### src/evsm_pkg.sv
`timescale 1ns / 1ps
package evsm_pkg;

    // default sizes
    localparam int P_VOICES             = 8;
    localparam int P_SAMPLE_STORE_BYTES = 65536;
    localparam int P_MAX_SOUNDS         = 256;
    localparam int P_FRAMES_PER_BLOCK   = 512;

    // request codes
    typedef enum logic [1:0] {
        REQ_LOAD = 2'd0,
        REQ_PLAY = 2'd1,
        REQ_TICK = 2'd2
    } req_t;

    // register indexes
    localparam logic CFG_MASTER_VOLUME = 1'b0;
    localparam logic CFG_EIGHT_BIT     = 1'b1;

    // result kinds
    localparam logic KIND_FRAME = 1'b0;
    localparam logic KIND_ACK   = 1'b1;

    localparam logic [15:0] HANDLE_FIRST        = 16'd100;
    localparam logic [4:0]  MASTER_VOLUME_RESET = 5'd31;
    localparam logic [7:0]  SAMPLE_ZERO         = 8'd128;
    localparam logic [8:0]  PAN_SPAN            = 9'd257;
    // x/31 as (x*4229)>>17 for x below 4096
    localparam logic [12:0] RECIP_31            = 13'd4229;
    // x/127 as (x*8454661)>>30 for x below 2^22
    localparam logic [23:0] RECIP_127           = 24'd8454661;

    // controller states
    typedef enum logic [2:0] {
        ST_IDLE,
        ST_PLAY_EXCL,
        ST_PLAY_SCAN,
        ST_PLAY_FIN,
        ST_TICK_RUN,
        ST_TICK_DRAIN,
        ST_TICK_FIN
    } state_t;

    // controller to datapath commands
    typedef struct packed {
        logic load;
        logic capture;
        logic excl;
        logic scan;
        logic play_fin;
        logic tick_start;
        logic issue;
        logic tick_fin;
    } cmd_t;

    // datapath to controller status
    typedef struct packed {
        logic busy;
        logic out_free;
    } stat_t;

    typedef logic [17:0] step_rom_t [64];

    // (a*b)>>60, low 64 bits
    function automatic logic [63:0] mul_q60(input logic [63:0] a, input logic [63:0] b);
        logic [127:0] p;
        p = {64'd0, a} * {64'd0, b};
        return p[123:60];
    endfunction

    // floor(2^(m/64) * 2^17) in Q60 fixed point, series for ln2 and exp
    function automatic step_rom_t build_step_rom();
        step_rom_t   rom;
        logic [63:0] ln2;
        logic [63:0] xstep;
        logic [63:0] x;
        logic [63:0] sum;
        logic [63:0] term;
        ln2 = 64'd0;
        for (int k = 1; k <= 60; k++)
        begin
            ln2 = ln2 + ((64'd1 << (60 - k)) / 64'(k));
        end
        xstep = ln2 >> 6;
        for (int m = 0; m < 64; m++)
        begin
            x    = xstep * 64'(m);
            sum  = 64'd1 << 60;
            term = 64'd1 << 60;
            for (int n = 1; n <= 40; n++)
            begin
                term = mul_q60(term, x) / 64'(n);
                sum  = sum + term;
            end
            rom[m] = sum[60:43];
        end
        return rom;
    endfunction

    localparam step_rom_t STEP_ROM = build_step_rom();

endpackage

### src/evsm_ctrl.sv
`timescale 1ns / 1ps
module evsm_ctrl #(
    parameter int VOICES = evsm_pkg::P_VOICES,
    localparam int VW = (VOICES > 1) ? $clog2(VOICES) : 1
) (
    input  logic              clk,
    input  logic              rst_n,
    input  logic              in_valid,
    output logic              in_ready,
    input  logic [1:0]        req_type,
    output evsm_pkg::cmd_t    cmd,
    output logic [VW-1:0]     idx,
    input  evsm_pkg::stat_t   stat
);
    import evsm_pkg::*;

    state_t        state_reg;
    state_t        state_next;
    logic [VW-1:0] idx_reg;
    logic [VW-1:0] idx_next;
    logic          idx_last;

    assign idx_last = (idx_reg == VW'(VOICES - 1));
    assign idx      = idx_reg;

    // state register
    always_ff @(posedge clk or negedge rst_n)
    begin
        if (!rst_n)
        begin
            state_reg <= ST_IDLE;
            idx_reg   <= '0;
        end
        else
        begin
            state_reg <= state_next;
            idx_reg   <= idx_next;
        end
    end

    // next state and commands
    always_comb
    begin
        state_next = state_reg;
        idx_next   = idx_reg;
        cmd        = '0;
        in_ready   = 1'b0;
        case (state_reg)
            ST_IDLE:
            begin
                in_ready = 1'b1;
                if (in_valid)
                begin
                    case (req_type)
                        REQ_LOAD:
                        begin
                            cmd.load = 1'b1;
                        end
                        REQ_PLAY:
                        begin
                            cmd.capture = 1'b1;
                            state_next  = ST_PLAY_EXCL;
                        end
                        REQ_TICK:
                        begin
                            cmd.capture    = 1'b1;
                            cmd.tick_start = 1'b1;
                            idx_next       = '0;
                            state_next     = ST_TICK_RUN;
                        end
                        default:
                        begin
                        end
                    endcase
                end
            end
            ST_PLAY_EXCL:
            begin
                cmd.excl   = 1'b1;
                idx_next   = '0;
                state_next = ST_PLAY_SCAN;
            end
            ST_PLAY_SCAN:
            begin
                cmd.scan = 1'b1;
                if (idx_last)
                    state_next = ST_PLAY_FIN;
                else
                    idx_next = idx_reg + 1'b1;
            end
            ST_PLAY_FIN:
            begin
                if (stat.out_free)
                begin
                    cmd.play_fin = 1'b1;
                    state_next   = ST_IDLE;
                end
            end
            ST_TICK_RUN:
            begin
                cmd.issue = 1'b1;
                if (idx_last)
                    state_next = ST_TICK_DRAIN;
                else
                    idx_next = idx_reg + 1'b1;
            end
            ST_TICK_DRAIN:
            begin
                if (!stat.busy)
                    state_next = ST_TICK_FIN;
            end
            ST_TICK_FIN:
            begin
                if (stat.out_free)
                begin
                    cmd.tick_fin = 1'b1;
                    state_next   = ST_IDLE;
                end
            end
            default:
            begin
                state_next = ST_IDLE;
            end
        endcase
    end

    // mix pipeline is empty whenever a new word can come in
    a_idle_empty: assert property (@(posedge clk) disable iff (!rst_n)
        (state_reg == ST_IDLE) |-> !stat.busy)
        else $error("mix pipeline busy in idle");

    a_fin_empty: assert property (@(posedge clk) disable iff (!rst_n)
        (state_reg == ST_TICK_FIN) |-> !stat.busy)
        else $error("frame finished before pipeline drained");

    a_issue_range: assert property (@(posedge clk) disable iff (!rst_n)
        (cmd.issue || cmd.scan) |-> (32'(idx_reg) < VOICES))
        else $error("voice index out of range");

endmodule

### config.mk
export PLATFORM = sky130hd
export DESIGN_NAME = evsm_ctrl
export DESIGN_NICKNAME = d
export VERILOG_FILES = /design/src/evsm_pkg.sv /design/src/evsm_ctrl.sv
export SDC_FILE = /design/constraint.sdc
export NUM_CORES = 1
export LEC_CHECK = 0
export ABC_AREA = 0
export BUFFER_PORTS_ARGS = -buffer_cell sky130_fd_sc_hd__buf_2
export CAP_MARGIN = 30
export CORE_AREA = 2 2 39 41
export CTS_CLUSTER_DIAMETER = 50
export CTS_CLUSTER_SIZE = 25
export DETAILED_ROUTE_END_ITERATION = 8
export DIE_AREA = 0 0 41 43
export HOLD_SLACK_MARGIN = 0.12
export PLACE_DENSITY_LB_ADDON = 0.12
export SYNTH_ARGS = -nofsm -noshare
export SYNTH_HDL_FRONTEND = slang
export SYNTH_SLANG_ARGS = --single-unit
### constraint.sdc
create_clock -name clk -period 1.5 [get_ports clk]
set_input_delay 0.375 -clock clk [delete_from_list [all_inputs] [get_ports clk]]
set_output_delay 0.375 -clock clk [all_outputs]
set_load 0.02 [all_outputs]
==> results of run 1 <==
## what timing repair did
item	CTS	global route
pin swaps	4	5
setup buffers	2	5
endpoints found under the setup margin	12	13
gates resized for setup	19	19
hold buffers	1	0
endpoints found under the hold margin	6	0
## synth_stat cells
master / instances / share of area, %
nand2_1: 8 / 6.2
dfrtp_1: 6 / 31
nor2_1: 6 / 4.7
ha_1: 4 / 10
and3_1: 3 / 3.9
inv_1: 3 / 2.3
mux2_2: 3 / 7.0
nor3_1: 3 / 3.1
a21oi_1: 2 / 2.1
buf_2: 2 / 2.1
nor3b_1: 2 / 3.1
o21ai_0: 2 / 2.1
or2_2: 2 / 2.6
a211o_1: 1 / 1.8
a211oi_1: 1 / 1.6
a41oi_1: 1 / 1.8
clkbuf_1: 1 / 0.78
nand2b_1: 1 / 1.3
nand3_1: 1 / 1.0
o221a_2: 1 / 2.3
o22ai_1: 1 / 1.3
o32a_1: 1 / 2.1
o32ai_2: 1 / 3.4
xnor2_1: 1 / 1.8
## through the flow
step	hold WS, ns	cells	util, %
6_report	0.439	111	69.3
5_1_grt	0.451	111	69.3
4_1_cts	0.436	107	61.8
3_5_place_dp	0.205	100	53.4
3_3_place_gp	0.207	100	53.4
2_1_floorplan	0.0794	57	-
## kinds of logic (layout without fill, tap and decap cells)
logic type      count (synthesis)  in the layout
compound gates                 11             11
xor+xnor                        1              1
fa+ha+maj                       4              4
buf+inv                         6             44
flops                           6              6
mux                             3              3
simple gates                   26             26
## final cells by class
type	count	share of cell area, %
repair buffers	37	31.7
flip-flops and latches	6	16.1
well taps	16	2.09
inverters	3	1.17
clock buffers	4	2.74
multi-input cells	45	46.2
## tightest hold or removal path, cell delays in order
cell and delay [ns]:
buf_2 0.07, nand2_1 0.06, nand2_1 0.06, o21ai_0 0.06
## path summary, 6_finish.rpt
path | from | to | cells past startpoint
worst max-delay path | state_reg[2]$_DFFE_PN0P_ | cmd[6] | 4
worst min-delay path | stat[1] | state_reg[1]$_DFFE_PN0P_ | 4
worst max register to register | idx[0]$_DFFE_PN0P_ | idx[0]$_DFFE_PN0P_ | 4
worst min register to register | idx[2]$_DFFE_PN0P_ | idx[2]$_DFFE_PN0P_ | 1
max in group asynchronous | rst_n | state_reg[0]$_DFFE_PN0P_ | 2
min in group asynchronous | rst_n | idx[1]$_DFFE_PN0P_ | 2
## routing by layer
layer	vias to the layer above	GRT usage [%]
met2	15	25.9
met5	-	0
met1	270	20.1
met3	0	6.81
met4	0	4.00
li1	281	-
## power groups by stage
stage          clock, mW  sequential [mW]  combinational, mW
4_1_cts            0.170            0.292              0.827
5_1_grt            0.187            0.299              0.989
3_3_place_gp           0            0.288              0.768
2_1_floorplan          0            0.343              0.488
3_5_place_dp           0            0.293              0.786
6_report           0.165            0.288              0.908
## layout by cell type (no fill, tap or decap), drive strengths merged, types with 2 or more instances in the layout
cell and n:
buf 36, mux2 3, a21oi 2, and3 3
nor2 6, clkbuf 4, inv 3, o21ai 2
or2 2, nor3 3, nor3b 2, ha 4
dfrtp 6, nand2 8
==> results.yml, run 1 <==
outcome:
  status: "finished with violations"
  violations: "setup timing"
final_layout:
  final_net_count: 107
  nFillCells: 115
  areaGrowthSynthToFinish_pct: 99.0
  final_cell_area_um2: 958
  layout-drive-gt1-share_pct: 69.5
  antenna_cells: 0
  regArea_um2: 154
  multi_input_area_um2: 443
pwr:
  power_density_nw_per_um2: 1420
  clockPowerShare_pct: 12.1
  finalPower_mw: 1.36
  power_frac_seq_pct: 21.2
  p_int_mw: 0.867
  combPwrFrac_pct: 66.7
  p_sw_mw: 0.494
  leakagePower_nw: 0.448
  p_sw_share_pct: 36.3
  vdd_ir_drop_max_v: 0.000720
setup_path:
  max_stage_delay_ns: 0.39
  crit_path_cell_trace: "or2_4, nor2_4, and3_4, buf_6"
  regToRegSetupSlack_ns: -0.05
  slowest_stage: "dfrtp_1"
  worst_ep_arrival_time_ns: 1.30
  critPathLaunchType: "flop"
  crit_fanout: 4
  worst_setup_path_end_kind: "output port"
  required_ns: 1.12
  critPathBufInv: 1
  critical-path-top-delay-family: "simple AND/OR/NAND/NOR gates"
  critPathKind: "reg2out"
detailed_routing:
  highest_layer: "met3"
  vias: 566
  first_pass_iters: 4
  drc: 0
  drt_iter0_drc: 5
  drt-met1-wl_um: 549
  wl_met3_um: 65
  final_antenna_net_count: 0
  wl_per_cell_um: 12.1
  via_per_inst: 5.10
  wl_met2_um: 725
  totalWireLength_mm: 1.34
floorplanning:
  die_y_um: 43
  core_area_um2: 1380
  start_util_pct: 34.8
  dieArea_um2: 1760
  ioPinCount: 19
  placementRows: 14
  die_x_um: 41
clock_network:
  clk_latency_ns: 0.25
  clock_sinks: 6
  htree_levels: 1
  cts_buffer_depth: 2
  cts_root_buf: "clkbuf_4"
  cts_tree: "done"
  cts_made_buffers: 3
  path_clk_slew_ns: 0.04
logic_synthesis:
  synthesis.nets: 68
  ys_warn_count: 0
  synth-compound-area-share_pct: 18.4
  yosysSeqAreaShare_pct: 31.2
  synth_xor_area_share_pct: 1.82
  netlist_instances: 57
  synth_area_um2: 482
  syn_avg_cell_area_um2: 8.45
  ys_ff_latch: 6
  synthAdderAreaFrac_pct: 10.4
  synth_top_family_by_area: "simple AND/OR/NAND/NOR gates"
  muxShareOfSynthArea_pct: 7.01
  yosys.area_share.simple_pct: 26.0
  synthDistinctLibCells: 24
placement:
  post-place-ws_ns: -0.0492
  gp_routability_congestion: 0.705
  dp_hpwl_um: 984
  place_area_um2: 739
  io_buffers: 18
timing:
  worst_slew_pin_slew_ns: 0.313
  hold_violations: 0
  rsz0062_at_grt: "yes"
  clock_skew_ns: 0.00803
  fmax_mhz: 596
  fin_crit_ns: 1.68
  finalCritPeriodShare_pct: 112
  setup_ws_ns: -0.178
  finalSetupViolations: 12
  relSlewSlack_pct: 79.1
  tns_ns: -0.899
  maxSlewViolCount: 0
global_routing:
  grt_max_degree: 11
  grt_pass1_wl_mm: 1.96
  grt_pass1_vias: 463
  grtUsageTotal_pct: 16.5
  grt_overflow: 0
  antenna_found_initial: 0
min_path:
  holdCritPathClass: "in2reg"
flow_run:
  cap_viol_max_count: 0
Power figures use the tool's default switching activity.
==> run 2, diff against run 1 <==
--- a/config.mk
+++ b/config.mk
@@ -15,6 +15,7 @@
 export DIE_AREA = 0 0 41 43
 export HOLD_SLACK_MARGIN = 0.12
 export PLACE_DENSITY_LB_ADDON = 0.12
+export REMOVE_ABC_BUFFERS = 1
 export SYNTH_ARGS = -nofsm -noshare
 export SYNTH_HDL_FRONTEND = slang
 export SYNTH_SLANG_ARGS = --single-unit
==> run 2 against run 1 <==
  * The flow still finishes with violations (setup timing)
  * Design area decreased by 7.0%
  * Via count decreased by 5.1%
  * Clock skew decreased by 0.0075 ns
  * Setup slack got worse by 0.018 ns
  * Critical path type unchanged
  * Clock power decreased by 11%
  * Maximum frequency decreased by 1.0%
  * Highest routed layer is now met4
==> results.yml, run 2 (synthesized netlist as in run 1, its figures left out) <==
final_layout:
  final_net_count: 104
  final_cell_area_um2: 891
  finalNonFillerCells: 107
  areaGrowthSynthToFinish_pct: 84.9
  layout_common_cells: "buf_4, buf_2, buf_6"
  multi_input_area_um2: 414
  nFillCells: 118
  regArea_um2: 151
  layout-drive-gt1-share_pct: 63.7
  layout_commonest_cell: "buf_4"
  antenna_cells: 0
clock_network:
  cts_root_buf: "clkbuf_4"
  htree_levels: 1
  clock_sinks: 6
  cts_tree: "done"
  clk_latency_ns: 0.24
  cts_made_buffers: 3
  cts_buffer_depth: 2
  path_clk_slew_ns: 0.04
timing:
  maxSlewViolCount: 0
  fin_crit_ns: 1.70
  fmax_mhz: 590
  hold_violations: 0
  holdWs_ns: 0.455
  worst_slew_pin_slew_ns: 0.337
  clock_skew_ns: 0.000535
  tns_ns: -0.972
  finalSetupViolations: 10
  setup_ws_ns: -0.195
  rsz0062_at_grt: "yes"
  finalCritPeriodShare_pct: 113
  relSlewSlack_pct: 77.3
setup_path:
  required_ns: 1.12
  critPathLaunchType: "flop"
  critPathKind: "reg2out"
  worst_ep_arrival_time_ns: 1.32
  crit_fanout: 4
  worst_setup_path_end_kind: "output port"
detailed_routing:
  vias: 537
  drt_iter0_drc: 5
  wl_per_cell_um: 12.8
  first_pass_iters: 4
  totalWireLength_mm: 1.37
  final_antenna_net_count: 0
  via_per_inst: 5.02
  drc: 0
floorplanning:
  dieArea_um2: 1760
  die_y_um: 43
  die_x_um: 41
  start_util_pct: 34.8
  ioPinCount: 19
  core_area_um2: 1380
  placementRows: 14
pwr:
  power_density_nw_per_um2: 1440
  leakagePower_nw: 0.425
  vdd_ir_drop_max_v: 0.000731
global_routing:
  grt_pass1_vias: 470
  grtUsageTotal_pct: 17.8
  grt_pass1_wl_mm: 2.11
  grt_max_degree: 13
  antenna_found_initial: 0
  grt_overflow: 0
placement:
  dp_hpwl_um: 863
  post-place-ws_ns: -0.132
  place_inst: 97
  place_area_um2: 646
  gp_routability_congestion: 0.742
  io_buffers: 18
outcome:
  status: "finished with violations"
  violations: "setup timing"
flow_run:
  cap_viol_max_count: 0
min_path:
  holdCritPathClass: "in2reg"
## run 2: critical path: stages, from the launching register on
cell and delay (ns):
dfrtp_1 0.38, or2_4 0.27, nor2_4 0.12, and3_1 0.18
buf_6 0.12
## run 2: power breakdown
part | leakage, nW | internal, mW | switching, mW | total [mW]
registers | 0.0704 | 0.221 | 0.0521 | 0.273
clock network | 0.0138 | 0.0904 | 0.0567 | 0.147
logic | 0.341 | 0.502 | 0.359 | 0.861
## run 2: layout make-up
type	count	share of cell area [%]
Tap cell	16	2.25
Sequential cell	6	17.0
Multi-Input combinational cell	45	46.5
Inverter	3	1.54
Timing Repair Buffer	34	30.2
Clock buffer	3	2.53
## run 2: stage by stage
stage          power, mW  util [%]
2_1_floorplan      0.653         -
5_1_grt             1.38      64.4
6_report            1.28      64.4
4_1_cts             1.19      57.9
3_5_place_dp       0.879      46.7
3_3_place_gp       0.871      46.7
## run 2: worst paths after layout
check	from	to	slack, ns	depth (start not counted)
min in group asynchronous	rst_n	idx[1]$_DFFE_PN0P_	0.48	2
worst min-delay path	stat[1]	state_reg[1]$_DFFE_PN0P_	0.45	4
worst min register to register	idx[2]$_DFFE_PN0P_	idx[2]$_DFFE_PN0P_	0.63	1
worst max register to register	idx[0]$_DFFE_PN0P_	idx[0]$_DFFE_PN0P_	-0.04	4
max in group asynchronous	rst_n	state_reg[0]$_DFFE_PN0P_	0.86	2
worst max-delay path	state_reg[1]$_DFFE_PN0P_	cmd[2]	-0.20	4
## run 2: per-layer routing
layer | global-route usage [%] | up-vias | part of all wire (%) | wire, um
met4 | 12.0 | 0 | 0.87 | 12
met3 | 3.14 | 2 | 3.5 | 48
met1 | 24.7 | 248 | 45 | 621
li1 | - | 273 | - | -
met2 | 24.1 | 14 | 50 | 692
met5 | 0 | - | 0 | 0
## run 2: timing repair
action | 4_1_cts | 5_1_grt
cloned | 0 | 0
resized for setup | 25 | 21
buffers inserted | 4 | 3
endpoints found under the setup margin | 12 | 12
hold buffers | 1 | 0
hold endpoints to repair | 6 | 0
pin swaps | 0 | 3
